`src/rtl/torq_pkg.sv`:
```
// ----------------------------------------------------------------------------
// torq_pkg: shared types and codes of the timestamp ordered request queue
// Entry layout, command and status codes, register indexes and the width
// helpers used by the queue, its entry memory and its port checker.
// ----------------------------------------------------------------------------
package torq_pkg;

  localparam int DEFAULT_DEPTH = 16;

  localparam int STAMP_W   = 32;
  localparam int SOURCE_W  = 8;
  localparam int PAYLOAD_W = 32;
  localparam int KIND_W    = 3;
  localparam int CMD_W     = 2;
  localparam int STATUS_W  = 2;
  localparam int RANK_W    = 8;
  localparam int FIRST_N_W = 5;

  // one stored request
  typedef struct packed {
    logic [KIND_W-1:0]    kind;
    logic [PAYLOAD_W-1:0] payload;
    logic [SOURCE_W-1:0]  source;
    logic [STAMP_W-1:0]   stamp;
  } entry_t;

  // commands
  localparam logic [CMD_W-1:0] CMD_INSERT = 2'd0;
  localparam logic [CMD_W-1:0] CMD_POP    = 2'd1;
  localparam logic [CMD_W-1:0] CMD_REMOVE = 2'd2;

  // result status
  localparam logic [STATUS_W-1:0] ST_DONE  = 2'd0;
  localparam logic [STATUS_W-1:0] ST_FULL  = 2'd1;
  localparam logic [STATUS_W-1:0] ST_EMPTY = 2'd2;

  // register index, taken from paddr[2]
  localparam logic REG_OWN_RANK = 1'b0;
  localparam logic REG_FIRST_N  = 1'b1;

  // bits of an occupancy count that can reach the depth itself
  function automatic int cnt_width(input int depth);
    return $clog2(depth + 1);
  endfunction

  // result tdata width, whole bytes
  function automatic int out_data_width(input int depth);
    int raw;
    raw = 2 * cnt_width(depth) + 2 + STAMP_W + SOURCE_W + PAYLOAD_W;
    return ((raw + 7) / 8) * 8;
  endfunction

endpackage

```
`src/rtl/torq_ram.sv`:
```
// ----------------------------------------------------------------------------
// torq_ram: entry memory of the request queue
// One write port and one read port, read data registered.
// ----------------------------------------------------------------------------
module torq_ram #(
  parameter int DEPTH = 16,
  parameter int AW    = 4
) (
  input  logic             clk_i,
  input  logic             we_i,
  input  logic [AW-1:0]    waddr_i,
  input  torq_pkg::entry_t wdata_i,
  input  logic [AW-1:0]    raddr_i,
  output torq_pkg::entry_t rdata_o
);
  import torq_pkg::*;

  entry_t mem_q [DEPTH];
  entry_t rdata_q;

  // write port
  always_ff @(posedge clk_i) begin
    if (we_i) begin
      mem_q[waddr_i] <= wdata_i;
    end
  end

  // registered read port
  always_ff @(posedge clk_i) begin
    rdata_q <= mem_q[raddr_i];
  end

  assign rdata_o = rdata_q;

endmodule

```
`src/rtl/timestamp_ordered_request_queue.sv`:
```
// ----------------------------------------------------------------------------
// timestamp_ordered_request_queue: sorted request queue for mutual exclusion
// Insert, pop and remove-by-source on a (stamp, source) ordered queue held in
// one memory, with a report of occupancy, head entry and own admission.
// ----------------------------------------------------------------------------
// Each request runs a walk, a prepare step and a scan, then posts its result. Walk:
// insert shifts larger entries up from the tail (or writes the head of an empty queue),
// pop shifts entries down, remove compacts; none for a dropped insert, a pop on empty or
// an unused command. Scan: reads the head and admitted places of the new queue, none when
// empty. Input is ready again as the result posts; it waits in the output register while the next enters.
// Reset clears occupancy, control state and registers; entries need no clear.
module timestamp_ordered_request_queue #(
  parameter int QUEUE_DEPTH = torq_pkg::DEFAULT_DEPTH
) (
  input  logic        clk_i,
  input  logic        rst_ni,
  // input items
  input  logic        s_axis_tvalid,
  output logic        s_axis_tready,
  // stamp[31:0], source[39:32], payload[71:40], zero pad [79:72]
  input  logic [79:0] s_axis_tdata,
  // command[1:0], kind[4:2]
  input  logic [4:0]  s_axis_tuser,
  // result items
  output logic        m_axis_tvalid,
  input  logic        m_axis_tready,
  // occupancy, removed_count, own_admitted, head_valid, head_stamp,
  // head_source, head_payload, zero pad to whole bytes
  output logic [torq_pkg::out_data_width(QUEUE_DEPTH)-1:0] m_axis_tdata,
  // status[1:0], head_kind[4:2]
  output logic [4:0]  m_axis_tuser,
  // configuration
  input  logic        psel,
  input  logic        penable,
  input  logic        pwrite,
  input  logic [2:0]  paddr,
  input  logic [31:0] pwdata,
  output logic [31:0] prdata,
  output logic        pready
);
  import torq_pkg::*;

  localparam int AW      = $clog2(QUEUE_DEPTH);
  localparam int CntW    = cnt_width(QUEUE_DEPTH);
  localparam int LimW    = (CntW > FIRST_N_W) ? CntW : FIRST_N_W;
  localparam int OutW    = out_data_width(QUEUE_DEPTH);
  localparam logic [CntW-1:0] CNT_FULL = CntW'(QUEUE_DEPTH);
  localparam logic [CntW-1:0] CNT_ONE  = CntW'(1);

  // sequencer states
  localparam logic [2:0] S_IDLE = 3'd0;
  localparam logic [2:0] S_WALK = 3'd1;
  localparam logic [2:0] S_INS0 = 3'd2;
  localparam logic [2:0] S_PREP = 3'd3;
  localparam logic [2:0] S_SCAN = 3'd4;

  logic [2:0]          state_q, state_d;
  logic [CMD_W-1:0]    cmd_q, cmd_d;
  entry_t              newe_q, newe_d;
  logic [CntW-1:0]     cnt_q, cnt_d;
  logic [CntW-1:0]     rd_q, rd_d;
  logic [CntW-1:0]     left_q, left_d;
  logic                pend_q, pend_d;
  logic [CntW-1:0]     pidx_q, pidx_d;
  logic [CntW-1:0]     keep_q, keep_d;
  logic [CntW-1:0]     removed_q, removed_d;
  logic [STATUS_W-1:0] status_q, status_d;
  logic                adm_q, adm_d;
  entry_t              head_q, head_d;

  logic                out_valid_q, out_valid_d;
  logic [STATUS_W-1:0] out_status_q, out_status_d;
  logic [CntW-1:0]     out_occ_q, out_occ_d;
  logic [CntW-1:0]     out_rem_q, out_rem_d;
  logic                out_adm_q, out_adm_d;
  logic                out_hv_q, out_hv_d;
  entry_t              out_head_q, out_head_d;

  logic [RANK_W-1:0]    own_rank_q;
  logic [FIRST_N_W-1:0] first_n_q;

  logic          mem_we;
  logic [AW-1:0] mem_waddr;
  entry_t        mem_wdata;
  entry_t        mem_rdata;

  logic            accept;
  logic            issue;
  logic            precedes;
  logic            cfg_wr;
  entry_t          in_entry;
  logic [LimW-1:0] lim;
  logic [CntW-1:0] scan_len;
  logic [CntW-1:0] pidx_up;
  logic [CntW-1:0] pidx_dn;

  torq_ram #(
    .DEPTH (QUEUE_DEPTH),
    .AW    (AW)
  ) u_ram (
    .clk_i   (clk_i),
    .we_i    (mem_we),
    .waddr_i (mem_waddr),
    .wdata_i (mem_wdata),
    .raddr_i (rd_q[AW-1:0]),
    .rdata_o (mem_rdata)
  );

  // configuration port
  assign pready = 1'b1;
  assign cfg_wr = psel && penable && pwrite;

  always_comb begin
    case (paddr[2])
      REG_OWN_RANK: prdata = 32'(own_rank_q);
      REG_FIRST_N:  prdata = 32'(first_n_q);
      default:      prdata = '0;
    endcase
  end

  always_ff @(posedge clk_i or negedge rst_ni) begin
    if (!rst_ni) begin
      own_rank_q <= '0;
      first_n_q  <= FIRST_N_W'(1);
    end else if (cfg_wr) begin
      if (paddr[2] == REG_OWN_RANK) begin
        own_rank_q <= pwdata[RANK_W-1:0];
      end else begin
        first_n_q <= pwdata[FIRST_N_W-1:0];
      end
    end
  end

  // input unpack
  assign s_axis_tready    = (state_q == S_IDLE);
  assign accept           = s_axis_tvalid && s_axis_tready;
  assign in_entry.stamp   = s_axis_tdata[31:0];
  assign in_entry.source  = s_axis_tdata[39:32];
  assign in_entry.payload = s_axis_tdata[71:40];
  assign in_entry.kind    = s_axis_tuser[4:2];

  // ordering compare of the entry just read against the new request
  assign precedes = (mem_rdata.stamp < newe_q.stamp) ||
                    ((mem_rdata.stamp == newe_q.stamp) &&
                     (mem_rdata.source < newe_q.source));

  // admitted places and scan length
  assign lim      = (LimW'(first_n_q) < LimW'(cnt_q)) ? LimW'(first_n_q) : LimW'(cnt_q);
  assign scan_len = (lim == '0) ? CNT_ONE : CntW'(lim);
  assign pidx_up  = pidx_q + CNT_ONE;
  assign pidx_dn  = pidx_q - CNT_ONE;

  // reads are issued one per cycle while the walk or scan has some left
  assign issue = ((state_q == S_WALK) || (state_q == S_SCAN)) && (left_q != '0);

  // sequencer
  always_comb begin
    state_d   = state_q;
    cmd_d     = cmd_q;
    newe_d    = newe_q;
    cnt_d     = cnt_q;
    rd_d      = rd_q;
    left_d    = left_q;
    pend_d    = 1'b0;
    pidx_d    = pidx_q;
    keep_d    = keep_q;
    removed_d = removed_q;
    status_d  = status_q;
    adm_d     = adm_q;
    head_d    = head_q;
    mem_we    = 1'b0;
    mem_waddr = '0;
    mem_wdata = mem_rdata;

    out_valid_d  = out_valid_q && !m_axis_tready;
    out_status_d = out_status_q;
    out_occ_d    = out_occ_q;
    out_rem_d    = out_rem_q;
    out_adm_d    = out_adm_q;
    out_hv_d     = out_hv_q;
    out_head_d   = out_head_q;

    if (issue) begin
      left_d = left_q - CNT_ONE;
      pend_d = 1'b1;
      pidx_d = rd_q;
      rd_d   = (cmd_q == CMD_INSERT && state_q == S_WALK) ? rd_q - CNT_ONE
                                                          : rd_q + CNT_ONE;
    end

    case (state_q)
      S_IDLE: begin
        if (accept) begin
          cmd_d     = s_axis_tuser[1:0];
          newe_d    = in_entry;
          status_d  = ST_DONE;
          removed_d = '0;
          keep_d    = '0;
          case (s_axis_tuser[1:0])
            CMD_INSERT: begin
              if (cnt_q == CNT_FULL) begin
                status_d = ST_FULL;
                state_d  = S_PREP;
              end else if (cnt_q == '0) begin
                state_d = S_INS0;
              end else begin
                rd_d    = cnt_q - CNT_ONE;
                left_d  = cnt_q;
                state_d = S_WALK;
              end
            end
            CMD_POP: begin
              if (cnt_q == '0) begin
                status_d = ST_EMPTY;
                state_d  = S_PREP;
              end else begin
                rd_d    = CNT_ONE;
                left_d  = cnt_q - CNT_ONE;
                state_d = S_WALK;
              end
            end
            CMD_REMOVE: begin
              rd_d    = '0;
              left_d  = cnt_q;
              state_d = S_WALK;
            end
            default: begin
              state_d = S_PREP;
            end
          endcase
        end
      end

      S_WALK: begin
        case (cmd_q)
          // walk down from the tail, shifting larger entries up one place
          CMD_INSERT: begin
            if (pend_q) begin
              mem_we    = 1'b1;
              mem_waddr = pidx_up[AW-1:0];
              if (precedes) begin
                mem_wdata = newe_q;
                cnt_d     = cnt_q + CNT_ONE;
                state_d   = S_PREP;
              end else if (pidx_q == '0) begin
                state_d = S_INS0;
              end
            end
          end
          // shift every entry behind the head down one place
          CMD_POP: begin
            if (pend_q) begin
              mem_we    = 1'b1;
              mem_waddr = pidx_dn[AW-1:0];
            end
            if (left_q == '0 && !pend_q) begin
              cnt_d     = cnt_q - CNT_ONE;
              removed_d = CNT_ONE;
              state_d   = S_PREP;
            end
          end
          // compact the entries whose source differs
          default: begin
            if (pend_q) begin
              if (mem_rdata.source == newe_q.source) begin
                removed_d = removed_q + CNT_ONE;
              end else begin
                mem_we    = 1'b1;
                mem_waddr = keep_q[AW-1:0];
                keep_d    = keep_q + CNT_ONE;
              end
            end
            if (left_q == '0 && !pend_q) begin
              cnt_d   = keep_q;
              state_d = S_PREP;
            end
          end
        endcase
      end

      // new request lands at the head
      S_INS0: begin
        mem_we    = 1'b1;
        mem_waddr = '0;
        mem_wdata = newe_q;
        cnt_d     = cnt_q + CNT_ONE;
        state_d   = S_PREP;
      end

      S_PREP: begin
        rd_d    = '0;
        left_d  = (cnt_q == '0) ? '0 : scan_len;
        adm_d   = 1'b0;
        head_d  = '0;
        state_d = S_SCAN;
      end

      // read the head and the admitted places, then post the result
      S_SCAN: begin
        if (pend_q) begin
          if (pidx_q == '0) begin
            head_d = mem_rdata;
          end
          if (LimW'(pidx_q) < lim && mem_rdata.source == own_rank_q) begin
            adm_d = 1'b1;
          end
        end
        if (left_q == '0 && !pend_q && (!out_valid_q || m_axis_tready)) begin
          out_valid_d  = 1'b1;
          out_status_d = status_q;
          out_occ_d    = cnt_q;
          out_rem_d    = removed_q;
          out_adm_d    = adm_q;
          out_hv_d     = (cnt_q != '0);
          out_head_d   = head_q;
          state_d      = S_IDLE;
        end
      end

      default: begin
        state_d = S_IDLE;
      end
    endcase
  end

  // control registers
  always_ff @(posedge clk_i or negedge rst_ni) begin
    if (!rst_ni) begin
      state_q     <= S_IDLE;
      cnt_q       <= '0;
      left_q      <= '0;
      pend_q      <= 1'b0;
      out_valid_q <= 1'b0;
    end else begin
      state_q     <= state_d;
      cnt_q       <= cnt_d;
      left_q      <= left_d;
      pend_q      <= pend_d;
      out_valid_q <= out_valid_d;
    end
  end

  // working and result data
  always_ff @(posedge clk_i) begin
    cmd_q        <= cmd_d;
    newe_q       <= newe_d;
    rd_q         <= rd_d;
    pidx_q       <= pidx_d;
    keep_q       <= keep_d;
    removed_q    <= removed_d;
    status_q     <= status_d;
    adm_q        <= adm_d;
    head_q       <= head_d;
    out_status_q <= out_status_d;
    out_occ_q    <= out_occ_d;
    out_rem_q    <= out_rem_d;
    out_adm_q    <= out_adm_d;
    out_hv_q     <= out_hv_d;
    out_head_q   <= out_head_d;
  end

  // result pack
  assign m_axis_tvalid = out_valid_q;
  assign m_axis_tdata  = OutW'({out_head_q.payload, out_head_q.source, out_head_q.stamp,
                                out_hv_q, out_adm_q, out_rem_q, out_occ_q});
  assign m_axis_tuser  = {out_head_q.kind, out_status_q};

endmodule

```
`config.mk`:
```
export PLATFORM = sky130hd
export DESIGN_NAME = timestamp_ordered_request_queue
export DESIGN_NICKNAME = d
export VERILOG_FILES = /design/src/rtl/torq_pkg.sv /design/src/rtl/torq_ram.sv /design/src/rtl/timestamp_ordered_request_queue.sv
export SDC_FILE = /design/constraint.sdc
export NUM_CORES = 1
export LEC_CHECK = 0
export BUFFER_PORTS_ARGS = -buffer_cell sky130_fd_sc_hd__buf_2
export CAP_MARGIN = 20
export CORE_MARGIN = 2
export CORE_UTILIZATION = 45
export DETAILED_ROUTE_END_ITERATION = 6
export SETUP_SLACK_MARGIN = 0.3
export SYNTH_ARGS = -nofsm -noshare
export SYNTH_HDL_FRONTEND = slang
export SYNTH_SLANG_ARGS = --single-unit
export TNS_END_PERCENT = 10
```
`constraint.sdc`:
```
create_clock -name clk_i -period 8 [get_ports clk_i]
set_input_delay 0 -clock clk_i [delete_from_list [all_inputs] [get_ports clk_i]]
set_output_delay 0 -clock clk_i [all_outputs]
set_load 0.03 [all_outputs]
```
==> results of run 1 <==
==> state kept, by name (all words and copies together) (netlist names), 2 cells and up <==
name and cells:
m_axis_tdata 72, u_ram.rdata_o 75, cnt_q 5, newe_q 75
out_occ_q 5, own_rank_q 8, status_q 2, out_status_q 2
state_q 3, out_rem_q 5, first_n_q 5, m_axis_tuser 3
head_q 75, rd_q 5, cmd_q 2, left_q 5
removed_q 5, keep_q 5, pidx_q 5, u_ram.mem_q 1200
==> logic make-up after synthesis <==
family                     after synthesis  synth area share
xor gates and xnor gates                28           0.00408
muxes                                  472             0.162
adders and majority gates               61            0.0127
buffers and inverters                  219            0.0165
other                                    2          0.000125
and+or+nand+nor                        270            0.0233
DFF                                   1567             0.768
AOI/OAI and AO/OA                      129            0.0133
==> worst register-to-register path, delay by kind of cell, from the launching register on <==
kind / cells / cell delay (ns)
flops: 1 / 0.37
fa+ha+maj: 1 / 0.32
compound gates: 2 / 0.51
simple gates: 5 / 1.81
mux: 1 / 0.75
buf+inv: 2 / 0.62
==> cell type report <==
type | instances | area [µm²]
clock buffers | 224 | 4520
clock inverters | 75 | 870
fillers | 10200 | 62600
inverters | 61 | 231
multi-input cells | 989 | 13200
flip-flops and latches | 1567 | 46100
well taps | 1768 | 2210
repair buffers | 422 | 3230
==> how the worst max path moves through the flow <==
stage / from / endpoint
after floorplan: newe_q[37] / u_ram.mem_q[1][0]
after global placement: newe_q[30] / u_ram.mem_q[14][25]
after detailed placement: newe_q[31] / u_ram.mem_q[0][57]
after CTS: newe_q[31] / u_ram.mem_q[0][57]
after global routing: newe_q[31] / u_ram.mem_q[1][26]
final: newe_q[31] / u_ram.mem_q[7][25]
==> what timing repair did <==
item | in CTS | in global routing
hold buffers | 173 | 0
endpoints found under the hold margin | 134 | 0
buffers inserted | 0 | 0
==> layout by cell type, fill, tap and decap left out, types with 44 or more instances in the layout <==
cell type / instances
buf_2: 191
ha_1: 61
nand2_1: 50
mux4_2: 375
dfxtp_1: 76
mux2_2: 45
nor2_1: 44
edfxtp_1: 1459
dlygate4sd3_1: 172
buf_4: 50
and3_1: 75
clkbuf_16: 165
inv_1: 60
mux2_4: 50
==> power groups by stage <==
| stage | Clock, mW | Sequential (mW) | Combinational, mW |
|---|---|---|---|
| 4_1_cts | 7.70 | 12.0 | 6.70 |
| 2_1_floorplan | 0 | 11.7 | 4.88 |
| 3_5_place_dp | 0 | 12.1 | 6.59 |
| 5_1_grt | 8.02 | 12.1 | 7.17 |
| 6_report | 7.54 | 12.0 | 6.62 |
| 3_3_place_gp | 0 | 12.1 | 6.31 |
==> per-layer routing <==
layer | track usage | vias up | share of wire
met5 | 0 | - | 0.00018
met4 | 0.0590 | 4 | 0.022
met3 | 0.0395 | 235 | 0.076
met2 | 0.343 | 1238 | 0.48
met1 | 0.302 | 15700 | 0.42
li1 | - | 12200 | -
==> impl_metrics.py, run 1 <==
metrics = {
    "clock_tree": {
        "clk_pin_slew_ns": 0.06,
        "htree_num_levels": 4,
        "clock_latency_ns": 0.78,
        "cts_resized": 0,
        "cts_buffers": 160,
        "cts_tree": "done",
        "clock_path_buffers": 3,
        "root_buffer": "clkbuf_16",
        "clock_sinks": 1567,
    },
    "min_path": {
        "hold_end": "newe_q[33]",
        "worstHoldPathCells": 2,
        "worstHoldStart": "s_axis_tdata[33]",
        "hp-class": "primary input to flip-flop",
    },
    "grt": {
        "first_global_vias": 30400,
        "grt_overflow_total": 0,
        "grt_pass1_wl_mm": 209,
        "grt_max_degree": 141,
        "grtUsageTotal": 0.214,
        "antenna_found_initial": 7,
    },
    "logic_synthesis": {
        "synth_area_um2": 60000,
        "synth-async-reset-ratio": 0.0179,
        "yosysTopAreaCell": "edfxtp_1",
        "synthTopCellsByArea": "edfxtp_1 (73%), mux4_2 (14%), dfxtp_1 (2.7%)",
        "synth.top_cells.by_count": "edfxtp_1 (1459), mux4_2 (375), clkbuf_1 (87), dfxtp_1 (80), and3_1 (75)",
        "synth_flop_cell": "edfxtp_1",
        "netlist_instances": 2748,
        "ys_ff_latch": 1567,
        "synth_cell_types": 63,
        "syn_avg_cell_area_um2": 21.9,
        "seq_area_frac_synth": 0.768,
        "synth_most_common_cell": "edfxtp_1",
        "synth_edf_count": 1459,
        "yosys_warnings": 0,
        "yosys.area.top_type_share": 0.730,
    },
    "timing": {
        "fin_setup_tns_ns": 0,
        "rsz0062_at_grt": "false",
        "fin_ws_ns": 3.32,
        "relSlewSlack": 0.250,
        "fmax_mhz": 214,
        "worst-slew-pin-transition_ns": 1.13,
        "hold_violations": 0,
        "worst_hold_slack_ns": 0.0671,
        "fin_skew_ns": 0.0269,
        "drv_slew": 0,
        "final.min_clock_period_ns": 4.68,
        "setup_viol": 0,
        "fin_crit_sh": 0.585,
    },
    "floorplanning": {
        "die_width_um": 369,
        "start_util": 0.452,
        "io_pins": 255,
        "fp.dieH_um": 369,
        "die_area_um2": 136000,
        "rows": 134,
        "core_um2": 133000,
    },
    "cells_and_area": {
        "diodes": 0,
        "final_core_util": 0.529,
        "fin_cells": 5106,
        "fin_nets": 3389,
        "syn2layout_area_growth_pct": 17.2,
        "fin_area_um2": 70400,
        "layout-drive-gt1-share": 0.297,
    },
    "worst_setup_path": {
        "ff2ff_setup_slack_ns": 3.32,
        "startpoint_type": "flip-flop",
        "worst-path-max-fanout": 67,
        "r2r_end": "u_ram.mem_q[7][25]",
        "path_depth": 11,
        "worst_ep_arrival_time_ns": 5.16,
        "timing.rr.start": "newe_q[31]",
        "criticalPathCategory": "flip-flop to flip-flop",
        "worst_ep_required_time_ns": 8.48,
        "slowest_stage": "nor4_1",
        "cp_top_family": "simple AND/OR/NAND/NOR gates",
        "reg2reg_depth": 11,
        "endpoint_kind": "flip-flop",
        "crit_buf_inv": 2,
        "critical_path.max_stage_delay_ns": 0.74,
        "crit_chain": "inv_1 -> ha_1 -> nand4_1 -> nor4_1 -> nand2_1 -> nor3_1 -> a211oi_1 -> nor2_1 -> o41a_2 -> buf_12 -> mux2_2",
    },
    "routing": {
        "drt-vias-per-instance": 5.75,
        "ant_nets": 0,
        "dr.first_iter.drc_count": 2987,
        "vias": 29400,
        "route.detailed.drc": 0,
        "finalWirelength_mm": 144,
        "wire_per_inst_um": 28.3,
        "first_pass_iters": 7,
    },
    "place": {
        "place_area_um2": 63300,
        "io_buffers": 191,
        "dp_slack_ns": 3.38,
        "post-dp-hpwl_mm": 76.7,
        "dp_cells": 4634,
        "globalplace.congestion": 0.888,
    },
    "pwr": {
        "totalPowerFinal_mw": 26.2,
        "power.switching_mw": 7.58,
        "power.density_nw_per_um2": 372,
        "clkPwrFrac": 0.288,
        "seqPwrFrac": 0.458,
        "internal-power_mw": 18.6,
        "peakVddDrop_uv": 260,
        "cellLeakagePower_nw": 23.5,
        "p_comb_frac": 0.253,
        "switching_share": 0.290,
    },
    "job": {
        "drv_cap": 0,
    },
    "outcome": {
        "status": "finished clean",
    },
}
Power figures use the tool's default switching activity.
==> run 2: changes to the inputs <==
Clock period 8 ns to 4 ns, I/O delays scaled along.
==> run 2 against run 1 <==
Total power increased by 100%. Critical path depth increased by 1. Register-to-register slack worse by 3.0 ns.
==> impl_metrics.py, run 2 (synthesis results as in run 1) <==
metrics = {
    "outcome": {
        "status": "finished clean",
    },
    "floorplanning": {
        "io_pins": 255,
        "die_area_um2": 136000,
        "fp.dieH_um": 369,
        "die_width_um": 369,
        "start_util": 0.452,
        "rows": 134,
        "core_um2": 133000,
    },
    "timing": {
        "setup_viol": 0,
        "fin_crit_sh": 0.914,
        "final.min_clock_period_ns": 3.65,
        "fin_skew_ns": 0.0280,
        "fin_setup_tns_ns": 0,
        "worst-slew-pin-transition_ns": 0.978,
        "rsz0062_at_grt": "true",
        "hold_violations": 0,
        "relSlewSlack": 0.348,
        "fmax_mhz": 274,
        "drv_slew": 0,
    },
    "cells_and_area": {
        "fillCellCount": 10100,
        "largest_register_ffs": 1200,
        "seq_area_um2": 46100,
        "fin_nets": 3436,
        "multi_input_area_um2": 13300,
        "final_cell_mix": "edfxtp_1 (1459), mux4_2 (375), buf_2 (191)",
        "syn2layout_area_growth_pct": 18.6,
        "regMostFlops": "u_ram.mem_q",
        "diodes": 0,
        "mostFrequentLayoutCell": "edfxtp_1",
        "layout-drive-gt1-share": 0.308,
    },
    "routing": {
        "wire_per_inst_um": 28.4,
        "vias": 29500,
        "first_pass_iters": 5,
        "dr.first_iter.drc_count": 2956,
        "ant_nets": 0,
        "route.detailed.drc": 0,
        "drt-vias-per-instance": 5.73,
        "finalWirelength_mm": 147,
    },
    "grt": {
        "grtUsageTotal": 0.216,
        "first_global_vias": 30400,
        "grt_max_degree": 105,
        "antenna_found_initial": 4,
        "grt_overflow_total": 0,
        "grt_pass1_wl_mm": 211,
    },
    "clock_tree": {
        "htree_num_levels": 4,
        "root_buffer": "clkbuf_16",
        "clock_latency_ns": 0.79,
        "clock_sinks": 1567,
        "clk_pin_slew_ns": 0.06,
        "cts_setup_buffers": 0,
        "cts_buffers": 158,
        "clock_path_buffers": 3,
        "cts_tree": "done",
    },
    "worst_setup_path": {
        "startpoint_type": "flip-flop",
        "criticalPathCategory": "flip-flop to flip-flop",
        "endpoint_kind": "flip-flop",
        "ff2ff_setup_slack_ns": 0.35,
        "worst_ep_arrival_time_ns": 4.15,
        "worst_ep_required_time_ns": 4.49,
        "worst-path-max-fanout": 16,
    },
    "pwr": {
        "power.density_nw_per_um2": 738,
        "cellLeakagePower_nw": 23.9,
        "totalPowerFinal_mw": 52.6,
        "peakVddDrop_uv": 760,
    },
    "place": {
        "post-dp-hpwl_mm": 78.0,
        "globalplace.congestion": 0.871,
        "io_buffers": 191,
    },
    "min_path": {
        "hp-class": "primary input to flip-flop",
    },
    "job": {
        "drv_cap": 0,
    },
}
run 2: changes by cell type in the layout (fill, tap and decap cells not counted), moves of 3 or more:
cell	change
buf_12	+42
inv_6	+3
clkbuf_1	-18
mux2_2	-5
clkbuf_8	-6
clkinv_1	+17
clkbuf_16	-4
buf_4	+5
mux2_4	+7
run 2: cell type report:
type	instances	area share
Sequential cell	1567	0.648
Multi-Input combinational cell	991	0.186
Clock buffer	196	0.0599
Timing Repair Buffer	469	0.0577
Tap cell	1768	0.0311
Clock inverter	101	0.0143
Inverter	61	0.00325
run 2: critical path, cell delays in order (launching register included):
cell and delay (ns):
edfxtp_1 0.39, inv_1 0.07, ha_1 0.24, a21oi_1 0.24, o21ai_1 0.19, a221o_1 0.36, a211o_1 0.34, a211oi_1 0.19
nor2_1 0.10, o41a_2 0.45, buf_12 0.19, buf_4 0.19, mux2_4 0.38
run 2: power breakdown:
part	switching [mW]	internal, mW	total (mW)
logic	7.85	6.12	14.0
clock network	6.22	8.67	14.9
registers	1.19	22.5	23.7
run 2: worst paths after layout:
path,startpoint,end,cells after the start
setup / recovery,newe_q[17],u_ram.mem_q[2][68],12
hold / removal,pwdata[0],own_rank_q[0],3
setup reg to reg,newe_q[17],u_ram.mem_q[2][68],12
hold reg to reg,head_q[12],m_axis_tdata[24],0
max in group asynchronous,rst_ni,state_q[2],4
min in group asynchronous,rst_ni,first_n_q[0],3
run 2: metrics by stage:
step           std cells  utilization  area (µm²)  hold WS, ns  setup WS (ns)
6_report            5153        0.536       71200       0.0448          0.346
5_1_grt             5153        0.536       71200       0.0211          0.256
4_1_cts             5151        0.535       71200      0.00644          0.325
3_5_place_dp        4681        0.482       64100        0.126          0.189
3_3_place_gp        4681        0.482       64100       0.0898          0.233
2_1_floorplan       2775            -       60200       -0.296         -0.803
run 2: what timing repair did:
item,CTS,global route
hold buffers,173,0
gates resized for setup,3,10
endpoints found under the setup margin,812,897
gates cloned,0,2
hold endpoints to repair,138,0
run 2: layer usage:
layer  wire (µm)  part of all wire  track usage
met5           0                 0            0
met4        3620             0.025       0.0639
met3        9760             0.067       0.0332
met2       71400              0.49        0.350
met1       61800              0.42        0.305
